[config.mk]
export PLATFORM = sky130hd
export DESIGN_NAME = byte_string_hash_flat
export DESIGN_NICKNAME = d
export VERILOG_FILES = /design/src/rtl/core/bsh_pkg.sv /design/src/rtl/core/bsh_in_if.sv /design/src/rtl/core/bsh_out_if.sv /design/src/rtl/core/byte_string_hash.sv /design/src/rtl/core/bsh_mul.sv /design/src/rtl/core/bsh_ctrl.sv /design/src/flat_wrapper.sv
export SDC_FILE = /design/constraint.sdc
export NUM_CORES = 2
export LEC_CHECK = 0
export BUFFER_PORTS_ARGS = -buffer_cell sky130_fd_sc_hd__buf_2
export CAP_MARGIN = 20
export CORE_MARGIN = 2
export CORE_UTILIZATION = 40
export DETAILED_ROUTE_END_ITERATION = 10
export SLEW_MARGIN = 10
export SYNTH_ARGS = -nofsm -noshare
export SYNTH_HDL_FRONTEND = slang
export SYNTH_SLANG_ARGS = --single-unit
[constraint.sdc]
create_clock -name i_clk -period 32.3 [get_ports i_clk]
set_input_delay 1.615 -clock i_clk [delete_from_list [all_inputs] [get_ports i_clk]]
set_output_delay 1.615 -clock i_clk [all_outputs]
set_load 0.02 [all_outputs]
[src/rtl/core/bsh_pkg.sv]
// ----------------------------------------------------------------------------
// bsh_pkg
// Shared widths, sequencer step codes, constants and helpers for the byte
// string hash.
// ----------------------------------------------------------------------------
package bsh_pkg;

    localparam int HASH_W   = 32;
    localparam int LEN_BITS = 24;
    localparam int TLEN_W   = 24;
    localparam int K_W      = 15;
    localparam int ST_W     = 4;

    localparam logic [LEN_BITS-1:0] LEN_MASK = LEN_BITS'(32'h00ff_ffff);

    // sequencer steps
    localparam logic [ST_W-1:0] S_IDLE = 4'd0;
    localparam logic [ST_W-1:0] S_C1   = 4'd1;
    localparam logic [ST_W-1:0] S_C2   = 4'd2;
    localparam logic [ST_W-1:0] S_C3   = 4'd3;
    localparam logic [ST_W-1:0] S_T1   = 4'd4;
    localparam logic [ST_W-1:0] S_T2   = 4'd5;
    localparam logic [ST_W-1:0] S_T3   = 4'd6;
    localparam logic [ST_W-1:0] S_T4   = 4'd7;
    localparam logic [ST_W-1:0] S_F1   = 4'd8;
    localparam logic [ST_W-1:0] S_F2   = 4'd9;
    localparam logic [ST_W-1:0] S_F3   = 4'd10;

    typedef struct packed {
        logic [ST_W-1:0]     step;
        logic [ST_W-1:0]     prev;
        logic [LEN_BITS-1:0] n;
    } t_ctrl;

    // multiplier constant used by each multiply step
    function automatic logic [K_W-1:0] f_mul_k(input logic [ST_W-1:0] s);
        logic [K_W-1:0] k;
        k = '0;
        unique case (s)
            S_C1:    k = K_W'(509);
            S_C2:    k = K_W'(5309);
            S_T1:    k = K_W'(7703);
            S_T2:    k = K_W'(7717);
            S_T3:    k = K_W'(9323);
            S_T4:    k = K_W'(7727);
            S_F1:    k = K_W'(29311);
            S_F2:    k = K_W'(7321);
            default: k = '0;
        endcase
        return k;
    endfunction

    function automatic logic [HASH_W-1:0] f_sbyte(input logic [7:0] b);
        return {{(HASH_W-8){b[7]}}, b};
    endfunction

endpackage

[src/rtl/core/bsh_in_if.sv]
// ----------------------------------------------------------------------------
// bsh_in_if
// Input channel: four string bytes per beat plus start marker and length.
// ----------------------------------------------------------------------------
interface bsh_in_if;
    logic                        valid;
    logic                        ready;
    logic [31:0]                 data_word;
    logic                        start_req;
    logic [bsh_pkg::TLEN_W-1:0]  total_length;

    modport source (output valid, data_word, start_req, total_length, input ready);
    modport sink   (input valid, data_word, start_req, total_length, output ready);
endinterface

[src/rtl/core/bsh_out_if.sv]
// ----------------------------------------------------------------------------
// bsh_out_if
// Output channel: one 32-bit hash per beat.
// ----------------------------------------------------------------------------
interface bsh_out_if;
    logic                        valid;
    logic                        ready;
    logic [bsh_pkg::HASH_W-1:0]  hash_value;

    modport source (output valid, hash_value, input ready);
    modport sink   (input valid, hash_value, output ready);
endinterface

[src/rtl/core/byte_string_hash.sv]
// ----------------------------------------------------------------------------
// byte_string_hash
// Hashes a byte string four bytes per beat with two accumulators and a final
// mix, every multiply step sharing one registered constant multiplier.
// ----------------------------------------------------------------------------
//  channel  dir  payload                                   handshake
//  i_in     in   data_word, start_req, total_length        valid / ready
//  o_out    out  hash_value                                valid / ready
//
//  a chunk beat keeps ready low after acceptance while steps C1, C2 and C3 run
//  the last beat keeps ready low through one multiply step per tail byte,
//  then the 3 mix steps and any stall of the last one; an empty string runs
//  only the mix steps; the single multiplier makes all these steps run in turn
//  the result sits in an output register, so a new string may start meanwhile
//  a full output register stalls the last mix step until it is taken
//  reset is synchronous, active low, and leaves the block idle
// ----------------------------------------------------------------------------
module byte_string_hash (
    input  logic      i_clk,
    input  logic      i_rst_n,
    bsh_in_if.sink    i_in,
    bsh_out_if.source o_out
);
    import bsh_pkg::*;

    t_ctrl               w_ctrl;
    logic                w_idle;
    logic                w_acc;
    logic                w_load;
    logic                w_hold;
    logic                w_mul_en;
    logic [HASH_W-1:0]   w_mul_a;
    logic [HASH_W-1:0]   w_prod;
    logic [HASH_W-1:0]   w_b0, w_b1, w_b2, w_b3;
    logic [HASH_W-1:0]   w_n32;
    logic [HASH_W-1:0]   w_mix;
    logic [HASH_W-1:0]   w_hash;

    logic [HASH_W-1:0]   r_a1, n_a1;
    logic [HASH_W-1:0]   r_a2, n_a2;
    logic [HASH_W-1:0]   r_t, n_t;
    logic [31:0]         r_word, n_word;
    logic [LEN_BITS-1:0] r_len, n_len;
    logic [HASH_W-1:0]   r_hash;
    logic                r_ov;

    assign w_acc  = i_in.valid && i_in.ready;
    assign w_load = (w_ctrl.step == S_F3) && (!r_ov || o_out.ready);
    assign w_hold = (w_ctrl.step == S_F3) && !w_load;

    bsh_ctrl u_ctrl (
        .i_clk   (i_clk),
        .i_rst_n (i_rst_n),
        .i_acc   (w_acc),
        .i_start (i_in.start_req),
        .i_len   (LEN_BITS'(i_in.total_length)),
        .i_hold  (w_hold),
        .o_ctrl  (w_ctrl),
        .o_idle  (w_idle)
    );

    assign w_b0  = f_sbyte(r_word[7:0]);
    assign w_b1  = f_sbyte(r_word[15:8]);
    assign w_b2  = f_sbyte(r_word[23:16]);
    assign w_b3  = f_sbyte(r_word[31:24]);
    assign w_n32 = HASH_W'(w_ctrl.n);

    // input capture and accumulator write-back of the product from the previous step
    always_comb begin
        n_a1   = r_a1;
        n_a2   = r_a2;
        n_t    = r_t;
        n_word = r_word;
        n_len  = r_len;
        if (w_acc) begin
            n_word = i_in.data_word;
            if (i_in.start_req) begin
                n_a1  = '0;
                n_a2  = HASH_W'(LEN_BITS'(i_in.total_length));
                n_len = LEN_BITS'(i_in.total_length);
            end
        end
        unique case (w_ctrl.prev)
            S_C1: n_a1 = (w_prod + w_b0 * HASH_W'(307)) ^ (w_b1 * HASH_W'(1319));
            S_C2: n_a2 = ((w_n32 << 4) + w_n32 + HASH_W'(5) + w_prod)
                         ^ (w_b2 * HASH_W'(3313) + w_b3 * HASH_W'(9337) + HASH_W'(517));
            S_T1: n_a1 = w_prod ^ (w_b0 * HASH_W'(503));
            S_T2: n_a2 = w_prod ^ (w_b1 * HASH_W'(509));
            S_T3: n_a1 = w_prod ^ (HASH_W'(11) + w_b2 * HASH_W'(523));
            S_T4: n_a2 = (w_prod + HASH_W'(127)) ^ (HASH_W'(313) + w_b3 * HASH_W'(547));
            S_F1: n_t  = w_prod + HASH_W'(59);
            default: ;
        endcase
    end

    // operand takes the accumulator value being written this cycle
    assign w_mul_a  = (w_ctrl.step == S_T1 || w_ctrl.step == S_T3 || w_ctrl.step == S_F1)
                      ? n_a1 : n_a2;
    assign w_mul_en = (w_ctrl.step != S_IDLE) && (w_ctrl.step != S_C3)
                      && (w_ctrl.step != S_F3);

    bsh_mul u_mul (
        .i_clk  (i_clk),
        .i_en   (w_mul_en),
        .i_a    (w_mul_a),
        .i_k    (f_mul_k(w_ctrl.step)),
        .o_prod (w_prod)
    );

    // final mix with zero fallbacks
    assign w_mix = r_t ^ (w_prod + HASH_W'(120501));

    always_comb begin
        w_hash = w_mix;
        if (w_mix == '0) begin
            if (r_a1 != '0) begin
                w_hash = r_a1;
            end else if (r_a2 != '0) begin
                w_hash = r_a2;
            end else begin
                w_hash = HASH_W'(r_len & LEN_MASK) + HASH_W'(11);
            end
        end
    end

    always_ff @(posedge i_clk) begin
        if (!i_rst_n) begin
            r_a1  <= '0;
            r_a2  <= '0;
            r_len <= '0;
            r_ov  <= 1'b0;
        end else begin
            r_a1  <= n_a1;
            r_a2  <= n_a2;
            r_len <= n_len;
            if (w_load) begin
                r_ov <= 1'b1;
            end else if (o_out.ready) begin
                r_ov <= 1'b0;
            end
        end
    end

    always_ff @(posedge i_clk) begin
        r_t    <= n_t;
        r_word <= n_word;
        if (w_load) begin
            r_hash <= w_hash;
        end
    end

    assign i_in.ready       = w_idle;
    assign o_out.valid      = r_ov;
    assign o_out.hash_value = r_hash;

endmodule

[src/rtl/core/bsh_mul.sv]
// ----------------------------------------------------------------------------
// bsh_mul
// Shared constant multiplier: registered low word of operand times constant.
// ----------------------------------------------------------------------------
module bsh_mul (
    input  logic                          i_clk,
    input  logic                          i_en,
    input  logic [bsh_pkg::HASH_W-1:0]    i_a,
    input  logic [bsh_pkg::K_W-1:0]       i_k,
    output logic [bsh_pkg::HASH_W-1:0]    o_prod
);
    import bsh_pkg::*;

    logic [HASH_W-1:0] r_prod;

    always_ff @(posedge i_clk) begin
        if (i_en) begin
            r_prod <= i_a * HASH_W'(i_k);
        end
    end

    assign o_prod = r_prod;

endmodule

[src/rtl/core/bsh_ctrl.sv]
// ----------------------------------------------------------------------------
// bsh_ctrl
// Step sequencer: chunk, tail and final mix steps, and the remaining byte count.
// ----------------------------------------------------------------------------
module bsh_ctrl (
    input  logic                          i_clk,
    input  logic                          i_rst_n,
    input  logic                          i_acc,
    input  logic                          i_start,
    input  logic [bsh_pkg::LEN_BITS-1:0]  i_len,
    input  logic                          i_hold,
    output bsh_pkg::t_ctrl                o_ctrl,
    output logic                          o_idle
);
    import bsh_pkg::*;

    logic [ST_W-1:0]     r_step, n_step;
    logic [ST_W-1:0]     r_prev, n_prev;
    logic [LEN_BITS-1:0] r_n, n_n;

    always_comb begin
        n_step = r_step;
        n_prev = r_step;
        n_n    = r_n;
        if (i_hold) begin
            n_prev = r_prev;
        end else begin
            unique case (r_step)
                S_IDLE: begin
                    if (i_acc) begin
                        if (i_start) begin
                            n_n = i_len;
                            if (i_len == '0) begin
                                n_step = S_F1;
                            end else if (i_len > LEN_BITS'(4)) begin
                                n_step = S_C1;
                            end else begin
                                n_step = S_T1;
                            end
                        end else if (r_n != '0) begin
                            n_step = (r_n > LEN_BITS'(4)) ? S_C1 : S_T1;
                        end
                    end
                end
                S_C1: n_step = S_C2;
                S_C2: n_step = S_C3;
                S_C3: begin
                    n_n    = r_n - LEN_BITS'(4);
                    n_step = S_IDLE;
                end
                S_T1: n_step = (r_n >= LEN_BITS'(2)) ? S_T2 : S_F1;
                S_T2: n_step = (r_n >= LEN_BITS'(3)) ? S_T3 : S_F1;
                S_T3: n_step = (r_n >= LEN_BITS'(4)) ? S_T4 : S_F1;
                S_T4: n_step = S_F1;
                S_F1: n_step = S_F2;
                S_F2: n_step = S_F3;
                S_F3: begin
                    n_n    = '0;
                    n_step = S_IDLE;
                end
                default: n_step = S_IDLE;
            endcase
        end
    end

    always_ff @(posedge i_clk) begin
        if (!i_rst_n) begin
            r_step <= S_IDLE;
            r_prev <= S_IDLE;
            r_n    <= '0;
        end else begin
            r_step <= n_step;
            r_prev <= n_prev;
            r_n    <= n_n;
        end
    end

    assign o_ctrl.step = r_step;
    assign o_ctrl.prev = r_prev;
    assign o_ctrl.n    = r_n;
    assign o_idle      = (r_step == S_IDLE);

endmodule

[src/flat_wrapper.sv]
// flat-port wrapper written by rule: the top's interface ports become plain ports
module byte_string_hash_flat import bsh_pkg::*;
  (i_clk, i_rst_n, i_in_valid, i_in_data_word, i_in_start_req, i_in_total_length, i_in_ready, o_out_valid, o_out_hash_value, o_out_ready);
  bsh_in_if i_in_i ();
  bsh_out_if o_out_i ();
  input  logic i_clk;
  input  logic i_rst_n;
  input wire logic [$bits(i_in_i.valid)-1:0] i_in_valid;
  input wire logic [$bits(i_in_i.data_word)-1:0] i_in_data_word;
  input wire logic [$bits(i_in_i.start_req)-1:0] i_in_start_req;
  input wire logic [$bits(i_in_i.total_length)-1:0] i_in_total_length;
  output wire logic [$bits(i_in_i.ready)-1:0] i_in_ready;
  output wire logic [$bits(o_out_i.valid)-1:0] o_out_valid;
  output wire logic [$bits(o_out_i.hash_value)-1:0] o_out_hash_value;
  input wire logic [$bits(o_out_i.ready)-1:0] o_out_ready;
  assign i_in_i.valid = i_in_valid;
  assign i_in_i.data_word = i_in_data_word;
  assign i_in_i.start_req = i_in_start_req;
  assign i_in_i.total_length = i_in_total_length;
  assign i_in_ready = i_in_i.ready;
  assign o_out_valid = o_out_i.valid;
  assign o_out_hash_value = o_out_i.hash_value;
  assign o_out_i.ready = o_out_ready;
  byte_string_hash u_core (.i_clk(i_clk), .i_rst_n(i_rst_n), .i_in(i_in_i), .o_out(o_out_i));
endmodule
==> impl_metrics.env <==
export IMPL_worstSetupPathType="reg -> reg"
export IMPL_grt_overflow=0
export IMPL_start_kind="flip-flop"
export IMPL_syn_cell_area_sq_um=43200
export IMPL_post_place_ws_ps=18380
export IMPL_synthMuxAreaShare_pct=0.756
export IMPL_dp_hpwl_microns=115000
export IMPL_end_kind="flip-flop"
export IMPL_synth_edff_count=128
export IMPL_postCtsHoldBufs=0
export IMPL_ys_seq_elements=264
export IMPL_fin_crit_ps=14150
export IMPL_synth_xor_area_share_pct=11.6
export IMPL_cts_buffers=35
export IMPL_hold_viol=0
export IMPL_required_ps=32630
export IMPL_syn_inst=4971
export IMPL_clockRootBuffer="clkbuf_16"
export IMPL_drc_errors=0
export IMPL_io_pins=95
export IMPL_die_w_microns=333
export IMPL_min_to="u_core.r_len[1]"
export IMPL_syn_to_final_growth_pct=7.84
export IMPL_grt_pass1_vias=36200
export IMPL_grt_max_degree=54
export IMPL_r2r_cells=54
export IMPL_fmaxAchievable_mhz=70.7
export IMPL_detail_route_antenna_nets=0
export IMPL_syn_avg_cell_area_sq_um=8.69
export IMPL_hp_start="u_core.r_len[1]"
export IMPL_yosys_warnings=0
export IMPL_die_area_sq_um=111000
export IMPL_critPathSlowestCell="edfxtp_1"
export IMPL_cpPeakStageDelay_ps=570
export IMPL_hold_path_class="reg -> reg"
export IMPL_synth_most_common_cell="inv_1"
export IMPL_post_route_util_pct=43.5
export IMPL_synth_commonest_cells="686 x inv_1, 576 x ha_1, 484 x nand2_1"
export IMPL_drtIter0Drc=2818
export IMPL_clock_path_buffers=3
export IMPL_layout_nets=6067
export IMPL_vias=35600
export IMPL_post_route_period_util_pct=43.8
export IMPL_routabilityCongestion=0.978
export IMPL_grt_setup_unrepaired="false"
export IMPL_yosys_most_used_dff="dfxtp_1"
export IMPL_synth_compound_area_share_pct=14.5
export IMPL_fin_skew_ps=30.5
export IMPL_synth_fa_ha_area_share_pct=36.0
export IMPL_synth_cell_types=105
export IMPL_synth_top_family_by_area="adder cells"
export IMPL_clk_latency_ps=580
export IMPL_die_h_microns=333
export IMPL_arrival_ps=14480
export IMPL_setup_viol=0
export IMPL_relSlewSlack_pct=16.6
export IMPL_worstMarginPinSlew_ps=1240
export IMPL_core_sq_um=107000
export IMPL_syn_nets=6024
export IMPL_numPortBuffers=94
export IMPL_cp_top_family="adder cells"
export IMPL_crit_top_cell="fa_1"
export IMPL_post_drt_wl_per_cell_microns=22.0
export IMPL_slew_violations=0
export IMPL_synthSimpleGateAreaFrac_pct=14.5
export IMPL_synth_area_leader_cell="fa_1"
export IMPL_viasPerCell=5.52
export IMPL_grt_pass1_wl_microns=219000
export IMPL_fill_cells=10600
export IMPL_cts_resized=0
export IMPL_rrSetupSlack_ps=18150
export IMPL_postLayoutCellArea_sq_um=46600
export IMPL_cts_tree="yes"
export IMPL_antenna_found_initial=5
export IMPL_r2r_start="u_core.r_word[31]"
export IMPL_holdPathStages=2
export IMPL_drt_wl_total_microns=142000
export IMPL_cp_max_fo=14
export IMPL_status="complete, no violations"
export IMPL_synth_area_leaders="fa_1 19%, ha_1 17%, edfxtp_1 8.9%"
export IMPL_post_cts_buffers=0
export IMPL_path_clk_slew_ps=70
export IMPL_drv_cap=0
export IMPL_core_rowCount=120
export IMPL_yosysSeqAreaShare_pct=15.2
export IMPL_synthArstFlopShare_pct=0
export IMPL_place_area_sq_um=45400
export IMPL_htreeDepth=2
export IMPL_grtUsageTotal_pct=25.6
export IMPL_fin_tns_setup_ps=0
export IMPL_start_util_pct=40.3
export IMPL_rr_endpoint="u_core.u_mul.o_prod[31]"
export IMPL_cts_sinks=264
export IMPL_startpoint="u_core.r_word[31]"
export IMPL_first_pass_iters=6
export IMPL_worst_slack_ps=18150
export IMPL_layout_drive_gt1_share_pct=6.33
export IMPL_path_buf_inv=9
export IMPL_synth_top_cell_area_share_pct=19.3
## cell families (layout without fill, tap and decap cells)
family	count (synthesis)	in the layout
compound gates	956	956
xor+xnor	560	560
flops	264	264
buf+inv	855	924
fa+ha+maj	992	992
other cells	0	2
simple gates	1312	1312
mux	32	32
## how the worst max path moves through the flow
stage               slack [ps]                      end  cells after the start
finish                   18150  u_core.u_mul.o_prod[31]                     54
global route             17090  u_core.u_mul.o_prod[31]                     55
CTS                      18330  u_core.u_mul.o_prod[31]                     54
detailed placement       18380  u_core.u_mul.o_prod[31]                     51
global placement         18490  u_core.u_mul.o_prod[31]                     54
floorplan                19710  u_core.u_mul.o_prod[31]                     54
## state kept, by name, summed over array words and instances, names as in the netlist
signal	cells
u_core.o_out.hash_value	32
u_core.o_out.valid	1
u_core.r_a1	32
u_core.r_a2	32
u_core.r_len	24
u_core.r_t	32
u_core.r_word	32
u_core.u_ctrl.r_n	24
u_core.u_ctrl.r_prev	4
u_core.u_ctrl.r_step	4
u_core.u_mul.i_k	15
u_core.u_mul.o_prod	32
## worst min-delay path: cells and delay by family, from the launching register on
family	cells	cell delay (ps)
compound gates	1	50
flops	1	320
simple gates	1	60
## cells in the final DEF, fill, tap and decap left out, drive strengths merged, types with 37 or more instances in the layout
cell type and n:
inv 687, ha 576, nand2 486, xnor2 418, fa 416, a21oi 304, nor2 281, o21ai 192
buf 175, and2 152, xor2 136, dfxtp 136, edfxtp 128, a21o 103, nand3 83, nor3 63
o21bai 61, nand2b 54, clkbuf 39, nor4 37
## area by class of cell
cell class                 count  area, sq um  share of cell area [%]
multi-input combinational   3852        33500                    71.9
sequential                   264         6570                    14.1
inverter                     686         2580                    5.53
tap                         1403         1760                    3.77
timing repair buffer         175         1090                    2.34
clock buffer                  39          901                    1.93
clock inverter                24          205                   0.441
antenna                        2         5.00                  0.0107
## metal layers
metal / routed length, microns / share of wire (%) / GRT usage, % / vias up
li1: - / - / - / 16700
met1: 60700 / 43 / 33.7 / 17500
met2: 65600 / 46 / 42.7 / 1147
met3: 8710 / 6.1 / 2.82 / 246
met4: 6670 / 4.7 / 10.7 / 4
met5: 24 / 0.017 / 0 / -
## metrics by stage
step / instances / hold slack, ps
floorplan: 4971 / 450
global placement: 6377 / 466
detailed placement: 6379 / 470
CTS: 6442 / 477
global route: 6443 / 496
finish: 6445 / 480
Power is not shown: default switching activity piles up to over one toggle a cycle in this logic, so the estimate is an artifact.
